[config.mk]
export PLATFORM = sky130hd
export DESIGN_NAME = preemptive_priority_scheduler_top
export DESIGN_NICKNAME = d
export VERILOG_FILES = /design/src/hdl/pps_pkg.sv /design/src/hdl/pps_cell.sv /design/src/hdl/preemptive_priority_scheduler_top.sv
export SDC_FILE = /design/constraint.sdc
export NUM_CORES = 2
export LEC_CHECK = 0
export BUFFER_PORTS_ARGS = -buffer_cell sky130_fd_sc_hd__buf_2
export CORE_MARGIN = 2
export CORE_UTILIZATION = 55
export CTS_CLUSTER_SIZE = 30
export DETAILED_ROUTE_END_ITERATION = 8
export PLACE_DENSITY = 0.78
export SETUP_SLACK_MARGIN = 0.3
export SLEW_MARGIN = 20
export SYNTH_ARGS = -nofsm -noshare
export SYNTH_HDL_FRONTEND = slang
export SYNTH_SLANG_ARGS = --single-unit
[constraint.sdc]
create_clock -name i_clk -period 5.1 [get_ports i_clk]
set_input_delay 0 -clock i_clk [delete_from_list [all_inputs] [get_ports i_clk]]
set_output_delay 0 -clock i_clk [all_outputs]
set_load 0.1 [all_outputs]
[src/hdl/pps_pkg.sv]
`timescale 1ns / 1ps
// Package for the preemptive priority scheduler: sizes, command codes and
// the packed item and candidate types used by the cell row and the top level.
// Depends on nothing.
package pps_pkg;

    localparam int MAX_TASKS   = 16;
    localparam int SLOT_W      = (MAX_TASKS > 1) ? $clog2(MAX_TASKS) : 1;
    localparam int CNT_W       = $clog2(MAX_TASKS + 1);
    localparam int TIME_W      = 16;
    localparam int PRIO_W      = 10;
    localparam int TASK_SLOT_W = 6;

    localparam logic [TIME_W-1:0] TIME_MAX = '1;

    localparam logic CMD_LOAD = 1'b0;
    localparam logic CMD_TICK = 1'b1;

    typedef struct packed {
        logic              command;
        logic [TIME_W-1:0] burst_length;
        logic [TIME_W-1:0] arrival_tick;
        logic [PRIO_W-1:0] task_priority;
    } t_in_item;

    typedef struct packed {
        logic                   ran_task;
        logic [TASK_SLOT_W-1:0] task_slot;
        logic [TIME_W-1:0]      run_length;
        logic [TIME_W-1:0]      tick_after;
        logic                   task_finished;
        logic [TIME_W-1:0]      turnaround;
        logic [TIME_W-1:0]      waiting;
        logic                   all_done;
    } t_out_item;

    // Best task seen so far as the selection passes along the cell row.
    typedef struct packed {
        logic              valid;
        logic              last;
        logic [SLOT_W-1:0] slot;
        logic [PRIO_W-1:0] prio;
        logic [TIME_W-1:0] arrival;
        logic [TIME_W-1:0] burst;
    } t_cand;

endpackage

[src/hdl/pps_cell.sv]
`timescale 1ns / 1ps
// One task slot of the scheduler row: holds the task and merges it into the
// running best candidate handed on from the previous cell. Uses pps_pkg.
module pps_cell (
    input  logic                          i_clk,
    input  logic                          i_rst_n,
    input  logic [pps_pkg::SLOT_W-1:0]    i_slot,
    input  logic                          i_load,
    input  pps_pkg::t_in_item             i_load_data,
    input  logic [pps_pkg::TIME_W-1:0]    i_time,
    input  logic                          i_dec,
    input  pps_pkg::t_cand                i_cand,
    output pps_pkg::t_cand                o_cand
);
    import pps_pkg::*;

    logic              r_loaded;
    logic              r_done;
    logic [TIME_W-1:0] r_burst;
    logic [TIME_W-1:0] r_rem;
    logic [TIME_W-1:0] r_arr;
    logic [PRIO_W-1:0] r_prio;
    t_cand             r_cand;
    t_cand             n_cand;
    logic              w_eligible;
    logic              w_take;

    always_ff @(posedge i_clk) begin
        if (!i_rst_n) begin
            r_loaded <= 1'b0;
            r_done   <= 1'b0;
        end else if (i_load) begin
            r_loaded <= 1'b1;
            r_done   <= (i_load_data.burst_length == '0);
        end else if (i_dec && r_rem == TIME_W'(1)) begin
            r_done <= 1'b1;
        end
    end

    always_ff @(posedge i_clk) begin
        if (i_load) begin
            r_burst <= i_load_data.burst_length;
            r_rem   <= i_load_data.burst_length;
            r_arr   <= i_load_data.arrival_tick;
            r_prio  <= i_load_data.task_priority;
        end else if (i_dec) begin
            r_rem <= r_rem - TIME_W'(1);
        end
    end

    // The incoming candidate comes from lower slots, so it keeps full ties.
    always_comb begin
        w_eligible = r_loaded && !r_done && (r_arr <= i_time);
        w_take     = w_eligible && (!i_cand.valid || (r_prio < i_cand.prio) ||
                     ((r_prio == i_cand.prio) && (r_arr < i_cand.arrival)));
        if (w_take) begin
            n_cand.valid   = 1'b1;
            n_cand.last    = (r_rem == TIME_W'(1));
            n_cand.slot    = i_slot;
            n_cand.prio    = r_prio;
            n_cand.arrival = r_arr;
            n_cand.burst   = r_burst;
        end else begin
            n_cand = i_cand;
        end
    end

    always_ff @(posedge i_clk) begin
        if (!i_rst_n) begin
            r_cand <= '0;
        end else begin
            r_cand <= n_cand;
        end
    end

    assign o_cand = r_cand;

endmodule

[src/hdl/preemptive_priority_scheduler_top.sv]
`timescale 1ns / 1ps
// Top level of the preemptive priority scheduler: control sequencer, counters
// and output register around a row of pps_cell instances. Uses pps_pkg.
//
// Usage. Items arrive on the input channel (i_in_valid, o_in_stall,
// i_in_data). A load command stores a task descriptor in the next free slot
// and gives no result; loads beyond the table size are dropped.
// A tick command selects the task to run and gives exactly one result on the
// output channel (o_out_valid, i_out_stall, o_out_data).
// A load leaves the block idle and ready for the next item. A tick passes
// through the accept step, then the scan, while the best candidate travels
// one cell per cycle along the row of task cells, then the update step that
// writes the result register. The next item can be taken once that write is
// done. Items are taken one at a time.
// The result register parts the two channels: a new item is accepted while
// an earlier result still waits. When the receiver stalls, the result holds
// steady and a following tick waits in its update step until the pending
// transfer completes.
// Reset (synchronous, active low) empties the task table, clears the time,
// completion and run counters and forgets the previously running task.
module preemptive_priority_scheduler_top (
    input  logic               i_clk,
    input  logic               i_rst_n,
    input  logic               i_in_valid,
    output logic               o_in_stall,
    input  pps_pkg::t_in_item  i_in_data,
    output logic               o_out_valid,
    input  logic               i_out_stall,
    output pps_pkg::t_out_item o_out_data
);
    import pps_pkg::*;

    localparam logic [1:0] ST_IDLE = 2'd0;
    localparam logic [1:0] ST_SCAN = 2'd1;
    localparam logic [1:0] ST_UPD  = 2'd2;

    logic [1:0]        r_state,     n_state;
    logic [SLOT_W-1:0] r_scan_cnt,  n_scan_cnt;
    logic [CNT_W-1:0]  r_loaded,    n_loaded;
    logic [CNT_W-1:0]  r_completed, n_completed;
    logic [TIME_W-1:0] r_time,      n_time;
    logic              r_prev_valid, n_prev_valid;
    logic [SLOT_W-1:0] r_prev_slot,  n_prev_slot;
    logic [TIME_W-1:0] r_run,       n_run;
    logic              r_out_valid, n_out_valid;
    t_out_item         r_out,       n_out;

    logic              w_in_xfer;
    logic              w_out_xfer;
    logic              w_load;
    logic              w_update;
    logic [TIME_W-1:0] w_tat;
    t_cand             w_win;
    t_cand             w_chain [0:MAX_TASKS];
    logic [MAX_TASKS-1:0] w_load_sel;
    logic [MAX_TASKS-1:0] w_dec_sel;

    assign o_in_stall  = (r_state != ST_IDLE);
    assign w_in_xfer   = i_in_valid && !o_in_stall;
    assign w_out_xfer  = r_out_valid && !i_out_stall;
    assign w_load      = w_in_xfer && (i_in_data.command == CMD_LOAD) &&
                         (r_loaded < CNT_W'(MAX_TASKS));
    // The update may write the result register once it is free or draining.
    assign w_update    = (r_state == ST_UPD) && (!r_out_valid || !i_out_stall);
    assign w_win       = w_chain[MAX_TASKS];

    // Row of task cells; the selection enters at slot zero with no candidate.
    assign w_chain[0] = '0;

    for (genvar g = 0; g < MAX_TASKS; g++) begin : g_cell
        assign w_load_sel[g] = w_load && (r_loaded == CNT_W'(g));
        assign w_dec_sel[g]  = w_update && w_win.valid && (w_win.slot == SLOT_W'(g));

        pps_cell u_cell (
            .i_clk       (i_clk),
            .i_rst_n     (i_rst_n),
            .i_slot      (SLOT_W'(g)),
            .i_load      (w_load_sel[g]),
            .i_load_data (i_in_data),
            .i_time      (r_time),
            .i_dec       (w_dec_sel[g]),
            .i_cand      (w_chain[g]),
            .o_cand      (w_chain[g+1])
        );
    end

    always_comb begin
        n_state      = r_state;
        n_scan_cnt   = r_scan_cnt;
        n_loaded     = r_loaded;
        n_completed  = r_completed;
        n_time       = r_time;
        n_prev_valid = r_prev_valid;
        n_prev_slot  = r_prev_slot;
        n_run        = r_run;
        n_out_valid  = r_out_valid && !w_out_xfer;
        n_out        = r_out;
        w_tat        = '0;

        case (r_state)
            ST_IDLE: begin
                if (w_load) begin
                    n_loaded = r_loaded + CNT_W'(1);
                    if (i_in_data.burst_length == '0) begin
                        n_completed = r_completed + CNT_W'(1);
                    end
                end
                if (w_in_xfer && (i_in_data.command == CMD_TICK)) begin
                    n_state    = ST_SCAN;
                    n_scan_cnt = '0;
                end
            end
            ST_SCAN: begin
                // Wait until the candidate has passed every cell.
                if (r_scan_cnt == SLOT_W'(MAX_TASKS - 1)) begin
                    n_state = ST_UPD;
                end else begin
                    n_scan_cnt = r_scan_cnt + SLOT_W'(1);
                end
            end
            ST_UPD: begin
                if (w_update) begin
                    n_time = (r_time == TIME_MAX) ? r_time : r_time + TIME_W'(1);
                    n_out  = '0;
                    if (w_win.valid) begin
                        if (r_prev_valid && (r_prev_slot == w_win.slot)) begin
                            n_run = (r_run == TIME_MAX) ? r_run : r_run + TIME_W'(1);
                        end else begin
                            n_run        = TIME_W'(1);
                            n_prev_slot  = w_win.slot;
                            n_prev_valid = 1'b1;
                        end
                        n_out.ran_task   = 1'b1;
                        n_out.task_slot  = TASK_SLOT_W'(w_win.slot);
                        n_out.run_length = n_run;
                        if (w_win.last) begin
                            w_tat               = n_time - w_win.arrival;
                            n_completed         = r_completed + CNT_W'(1);
                            n_out.task_finished = 1'b1;
                            n_out.turnaround    = w_tat;
                            n_out.waiting       = (w_tat >= w_win.burst) ?
                                                  w_tat - w_win.burst : '0;
                        end
                    end
                    n_out.tick_after = n_time;
                    n_out.all_done   = (n_completed == r_loaded);
                    n_out_valid      = 1'b1;
                    n_state          = ST_IDLE;
                end
            end
            default: begin
                n_state = ST_IDLE;
            end
        endcase
    end

    always_ff @(posedge i_clk) begin
        if (!i_rst_n) begin
            r_state      <= ST_IDLE;
            r_scan_cnt   <= '0;
            r_loaded     <= '0;
            r_completed  <= '0;
            r_time       <= '0;
            r_prev_valid <= 1'b0;
            r_prev_slot  <= '0;
            r_run        <= '0;
            r_out_valid  <= 1'b0;
        end else begin
            r_state      <= n_state;
            r_scan_cnt   <= n_scan_cnt;
            r_loaded     <= n_loaded;
            r_completed  <= n_completed;
            r_time       <= n_time;
            r_prev_valid <= n_prev_valid;
            r_prev_slot  <= n_prev_slot;
            r_run        <= n_run;
            r_out_valid  <= n_out_valid;
        end
    end

    always_ff @(posedge i_clk) begin
        r_out <= n_out;
    end

    assign o_out_valid = r_out_valid;
    assign o_out_data  = r_out;

endmodule

== Yosys cells after proc, flatten, opt, wreduce, memory -nomap -nowiden ==
Index checks and enable logic that the tools add are counted.
Word-level totals
  register bits: 1845
  input port bits: 47
  output and inout port bits: 75
  word-level logic and storage cells: 722
Operators by class
  add/subtract/negate cells: 23
  magnitude comparators: 48
  equal/unequal tests: 74
  multiplexer cells: 103
  bitwise gates (word level): 3
  reduce and logical (&&, ||, !) cells: 248
Operators with widths (number)
  2-to-1 mux 48 bit: 16
  2-to-1 mux 16 bit: 36
  equality test 16 x 1 -> 1 bit, second input constant: 16
  <= comparator 16 bit: 16
  subtractor 16 x 1 -> 16 bit, second input constant: 16
  < comparator 16 bit: 15
  equality test 10 bit: 15
  < comparator 10 bit: 15
  logical AND 1 bit: 119
  nonzero test 2 bit: 35
  equality test 5 x 4 -> 1 bit, second input constant: 8
  equality test 4 bit, second input constant: 9
  logical NOT 1 bit: 35
  2-to-1 mux 5 bit: 7
  2-to-1 mux 1 bit: 34
  2-to-1 mux 33 bit: 1
  adder 16 x 1 -> 16 bit, second input constant: 2
  equality test 16 bit, second input constant: 2
  subtractor 16 bit: 2
  logical OR 1 bit: 31
  OR reduction 2 bit: 14
  2-to-1 mux 23 bit: 1
  equality test 5 x 3 -> 1 bit, second input constant: 4
  equality test 4 x 3 -> 1 bit, second input constant: 4
  other kinds (26): 46

== Depth between registers and ports, before layout ==
  word-level depth: 8
  depth in mapped cells: 23
  depth with buffers taken out: 22

== Hierarchy ==
From an unflattened synthesis, not the netlist that was laid out.
Unflattened totals
  cells, all modules: 8883
  area total of the unflattened synthesis: 91694.2 sq um
By module, submodules not included
  pps_cell: instances 16, cells each 503, area an instance 5252.5 sq um, sequential area each 2742.6 sq um
  preemptive_priority_scheduler_top: instances 1, cells each 835, area an instance 7653.6 sq um, sequential area each 3213.1 sq um

== Least setup slack after synthesis ==
OpenSTA, ideal clock, no wires.
  path kind: register to register
  from: register r_out_valid (netlist: o_out_valid)
  to: register g_cell[11].u_cell.r_rem[0] (enable)
  setup time: 0.411 ns
  data arrival time: 5.045 ns
  data required time: 4.689 ns
  slack: -0.356 ns
  stages on the path, launching flop included: 7
  path buffers: 1
  period minus slack after synthesis: 5.456 ns
  cell sequence: dfxtp_1 nand2_1 nand2b_1 inv_1 clkbuf_1 nand3_1 o21ai_0
Between the ends
  cells in the longest elaborated chain, start to end: 6
RTL lines
  start: declaration: line preemptive_priority_scheduler_top.sv:45  | logic r_out_valid, n_out_valid;
  start signal: assignment: line preemptive_priority_scheduler_top.sv:177  | r_out_valid <= n_out_valid;
  logical NOT 1 bit: line preemptive_priority_scheduler_top.sv:64  | assign w_update = (r_state == ST_UPD) && (!r_out_valid || !i_out_stall);
  logical OR 1 bit: line preemptive_priority_scheduler_top.sv:64
  logical AND 1 bit: line preemptive_priority_scheduler_top.sv:64
  logical AND 1 bit (2 in a row): line preemptive_priority_scheduler_top.sv:72  | assign w_dec_sel[g] = w_update && w_win.valid && (w_win.slot == SLOT_W'(g));
  nonzero test 2 bit (no source line)
  end signal: assignment: line pps_cell.sv:43  | r_rem <= i_load_data.burst_length;
  end signal: assignment: line pps_cell.sv:47  | r_rem <= r_rem - TIME_W'(1);
  end: declaration: line pps_cell.sv:20  | logic [TIME_W-1:0] r_rem;
No other way between the ends.
A chain may end at the register's enable or synchronous reset.

== Worst setup path after layout ==
  from: register r_time[9]
  to: register r_out (netlist bit o_out_data[4]) (data pin)
Between the ends
  cells in the longest elaborated chain, start to end: 5
  elaborated cells on any way between the ends: 7
  classes of those cells: add/sub (3); order compare (1); eq/ne (1); mux (1); reduce/logical (1)
RTL lines
  start: declaration: line preemptive_priority_scheduler_top.sv:41  | logic [TIME_W-1:0] r_time, n_time;
  start signal: assignment: line preemptive_priority_scheduler_top.sv:173  | r_time <= n_time;
  adder 16 x 1 -> 16 bit / equality test 16 bit (equally long branches): line preemptive_priority_scheduler_top.sv:123  | n_time = (r_time == TIME_MAX) ? r_time : r_time + TIME_W'(1);
  2-to-1 mux 16 bit (*): line preemptive_priority_scheduler_top.sv:123
  subtractor 16 bit (*): line preemptive_priority_scheduler_top.sv:137  | w_tat = n_time - w_win.arrival;
  >= comparator 16 bit: line preemptive_priority_scheduler_top.sv:141  | n_out.waiting = (w_tat >= w_win.burst) ?
  AND reduction 3 bit (no source line)
  end signal: assignment: line preemptive_priority_scheduler_top.sv:182  | r_out <= n_out;
  end: declaration: line preemptive_priority_scheduler_top.sv:46  | t_out_item r_out, n_out;
Every way passes the cells marked *; elsewhere a longest branch is shown, timed or not.

==> results.py <==
metrics = {
    "status": {
        "status": "complete, no violations",
    },
    "global_route": {
        "grt_max_degree": 236,
        "grt_pass1_vias": 60900,
        "grt_use_total_pct": 26.4,
        "grt_pass1_wl_um": 331000,
        "antenna_found_initial": 4,
        "gr-total-overflow": 0,
    },
    "synth": {
        "synthDistinctLibCells": 78,
        "synthXorXnorAreaFrac_pct": 2.84,
        "ys_warn_count": 0,
        "synthMuxAreaShare_pct": 3.59,
        "synth_top_family_by_area": "simple AND/OR/NAND/NOR gates",
        "yosys_register_bits": 1828,
        "synth.largest_area_cell": "edfxtp_1",
        "synth_fa_ha_area_share_pct": 10.3,
        "synth_compound_area_share_pct": 10.1,
        "yosys-top-cells-area": "edfxtp_1, dfxtp_1, ha_1",
        "syn_avg_cell_area_um2": 10.4,
        "yosysTopAreaCellShare_pct": 35.1,
        "synth_ff_type": "edfxtp_1",
        "netlist_area_um2": 85500,
        "synth-edff-count": 999,
        "yosysSeqAreaShare_pct": 54.5,
        "syn_inst": 8194,
        "async_flop_share_pct": 0,
        "synth-simple-area-share_pct": 14.2,
    },
    "power_and_ir_drop": {
        "p_comb_share_pct": 2.3,
        "clockPowerShare_pct": 46.2,
        "intPower_w": 0.0237,
        "powerDensity_nw_per_um2": 316,
        "p_switching_w": 0.00648,
        "seq_power_share_pct": 51.5,
        "ir_worst_vdd_mv": 0.253,
        "swShare_pct": 21.5,
        "leakage_nw": 33.5,
    },
    "routing": {
        "vias": 61400,
        "drt_iter0_drc": 5683,
        "drt_wl_total_um": 211000,
        "drc_errors": 0,
        "ant_nets": 0,
        "drtPass1Iterations": 5,
        "vias_per_cell": 5.85,
        "wl_per_cell_um": 20.1,
    },
    "timing": {
        "hold_viol_final": 0,
        "rsz0062_at_grt": "false",
        "drv_slew": 0,
        "clock_skew_ns": 0.0419,
        "final.setup.worst_slack_ns": 0.465,
        "relSlewSlack_pct": 17.7,
        "fmax_ghz": 0.216,
        "fin_crit_ns": 4.64,
        "setup_viol": 0,
        "tns_ns": 0,
        "period_share_pct": 90.9,
        "worst_slew_pin_slew_ns": 1.23,
    },
    "clocking": {
        "path_clk_slew_ns": 0.06,
        "cts-root-buf": "clkbuf_16",
        "htree_levels": 4,
        "cts_tree": "yes",
        "clk_latency_ns": 0.84,
        "cts_buffers": 183,
        "clk_path_buf_depth": 3,
        "cts_sinks": 1828,
    },
    "die": {
        "io_pins": 122,
        "dieArea_um2": 159000,
        "core_area_um2": 154000,
        "initial_utilization_pct": 55.5,
        "dieWidth_um": 398,
        "rows": 144,
        "die_h_um": 398,
    },
    "finish": {
        "area_growth_pct": 11.8,
        "fin_nets": 9049,
        "drive_above_1_share_pct": 7.93,
        "layout_common_cells": "nand2_1, edfxtp_1, dfxtp_1",
        "final_common_cell": "nand2_1",
    },
    "setup_path": {
        "worstPathCellList": "nand4_1, nor4_4, nand2_2, nand2_1, xnor2_1, ha_1, o21ai_2, a21oi_4, a21bo_2, a21o_1, a21oi_2, xnor2_2, ha_4, a21o_1, a31oi_1, o21ai_1, a21oi_2, o311ai_2, a22oi_2, buf_6, nor2_1",
        "path_max_fanout": 8,
        "crit_path_end_kind": "register",
        "cp.arrival_ns": 5.21,
        "cpPeakStageDelay_ns": 0.40,
        "worst-path-buf-inv": 1,
        "required_ns": 5.68,
        "crit_path_start_kind": "register",
        "criticalPathCategory": "reg2reg",
        "slowest_stage": "nor4_4",
        "cp_top_family": "compound AO/OA/AOI/OAI gates",
    },
    "run": {
        "drv_cap": 0,
    },
    "placed_design": {
        "pre_cts_slack_ns": 0.0430,
        "gp_congestion": 0.929,
        "dp_hpwl_um": 141000,
        "portBuffers": 119,
    },
    "worst_hold_path": {
        "hold_path_class": "in2reg",
    },
}
layer usage:
layer  GRT usage (%)  share of wire [%]  up-vias
met2            45.1                 49     2229
met5               0              0.011        -
li1                -                  -    29100
met3            3.79                6.7      464
met4            9.41                3.4        2
met1            34.1                 41    29600
cell usage after synthesis, drive strengths merged, types with 28 or more instances:
| library cell | n |
|---|---|
| dfxtp | 829 |
| edfxtp | 999 |
| and3 | 43 |
| nor4 | 65 |
| nor3 | 124 |
| nand3 | 439 |
| nand4 | 111 |
| a21oi | 508 |
| a21boi | 47 |
| mux2i | 306 |
| nand2b | 49 |
| inv | 576 |
| a21o | 106 |
| and4 | 28 |
| or3 | 28 |
| nand2 | 1091 |
| buf | 81 |
| nor2b | 61 |
| xnor2 | 163 |
| o21a | 59 |
| a211oi | 37 |
| o31ai | 70 |
| xor2 | 114 |
| clkbuf | 309 |
| ha | 703 |
| and2 | 43 |
| nor2 | 497 |
| o21ai | 447 |
power by group through the flow:
stage          registers (W)  clock network [W]  logic (W)
6_report              0.0156             0.0139   0.000681
2_1_floorplan         0.0159                  0   0.000334
5_1_grt               0.0156             0.0147   0.000720
3_5_place_dp          0.0159                  0   0.000640
3_3_place_gp          0.0159                  0   0.000623
4_1_cts               0.0156             0.0141   0.000671
flip-flops by register name, indices dropped and copies added (netlist names):
| register | count |
|---|---|
| g_cell.u_cell.r_done | 16 |
| g_cell.u_cell.r_prio | 160 |
| g_cell.u_cell.r_loaded | 16 |
| g_cell.u_cell.r_rem | 256 |
| g_cell.u_cell.r_burst | 256 |
| r_time | 16 |
| o_out_data | 71 |
| g_cell.u_cell.o_cand | 743 |
| r_prev_slot | 4 |
| r_prev_valid | 1 |
| r_state | 2 |
| g_cell.u_cell.r_arr | 256 |
| r_scan_cnt | 4 |
| o_out_valid | 1 |
| r_completed | 5 |
| r_run | 16 |
| r_loaded | 5 |
what timing repair did:
item                       4_1_cts  5_1_grt
hold buffers                    47        0
hold endpoints to repair       892        0
pin swaps                        4       25
setup endpoints to repair       16       16
gates cloned                     0        1
resized for setup               11       62
buffers inserted                 2       12
layout make-up:
type	count	area, µm²
Timing Repair Buffer	307	2270
Multi-Input combinational cell	5400	35700
Clock buffer	281	5520
Sequential cell	1828	46600
Clock inverter	66	823
Tap cell	2044	2560
Antenna cell	1	2.50
Inverter	577	2180
Fill cell	11900	58600
worst register-to-register path, delay by kind of cell, from the launching register on:
family	cells	cell delay, ns
compound gates	11	1.90
buf+inv	1	0.19
simple gates	5	0.98
fa+ha+maj	2	0.61
xor+xnor	2	0.35
flops	1	0.37
cell families (layout without fill, tap and decap cells):
| kind of cell | Yosys count | count (layout) |
|---|---|---|
| DFF | 1828 | 1828 |
| and+or+nand+nor | 2653 | 2653 |
| other | 1 | 3 |
| xor gates and xnor gates | 277 | 277 |
| adders and majority gates | 705 | 705 |
| buffers and inverters | 967 | 1231 |
| AOI/OAI and AO/OA | 1456 | 1456 |
| muxes | 307 | 307 |
through the flow:
stage	util, %	total power [W]	instances	hold WS [ns]	instance area (µm²)
finish	62.0	0.0302	10500	0.0332	95600
global placement	57.2	0.0165	10100	0.316	88300
CTS	61.7	0.0303	10500	0.00665	95200
floorplan	-	0.0162	8195	0.0989	85600
global route	62.0	0.0310	10500	0.0235	95600
detailed placement	57.2	0.0165	10100	0.313	88300
path summary, 6_finish.rpt:
check | cells after the start | to | startpoint | slack, ns
worst max-delay path | 21 | o_out_data[4] | r_time[9] | 0.46
worst min-delay path | 2 | g_cell[13].u_cell.r_burst[1] | i_in_data[27] | 0.03
worst max register to register | 21 | o_out_data[4] | r_time[9] | 0.46
worst min register to register | 2 | g_cell[1].u_cell.o_cand[4] | g_cell[0].u_cell.o_cand[4] | 0.43
Note: power is estimated with default switching activity, not from simulation.
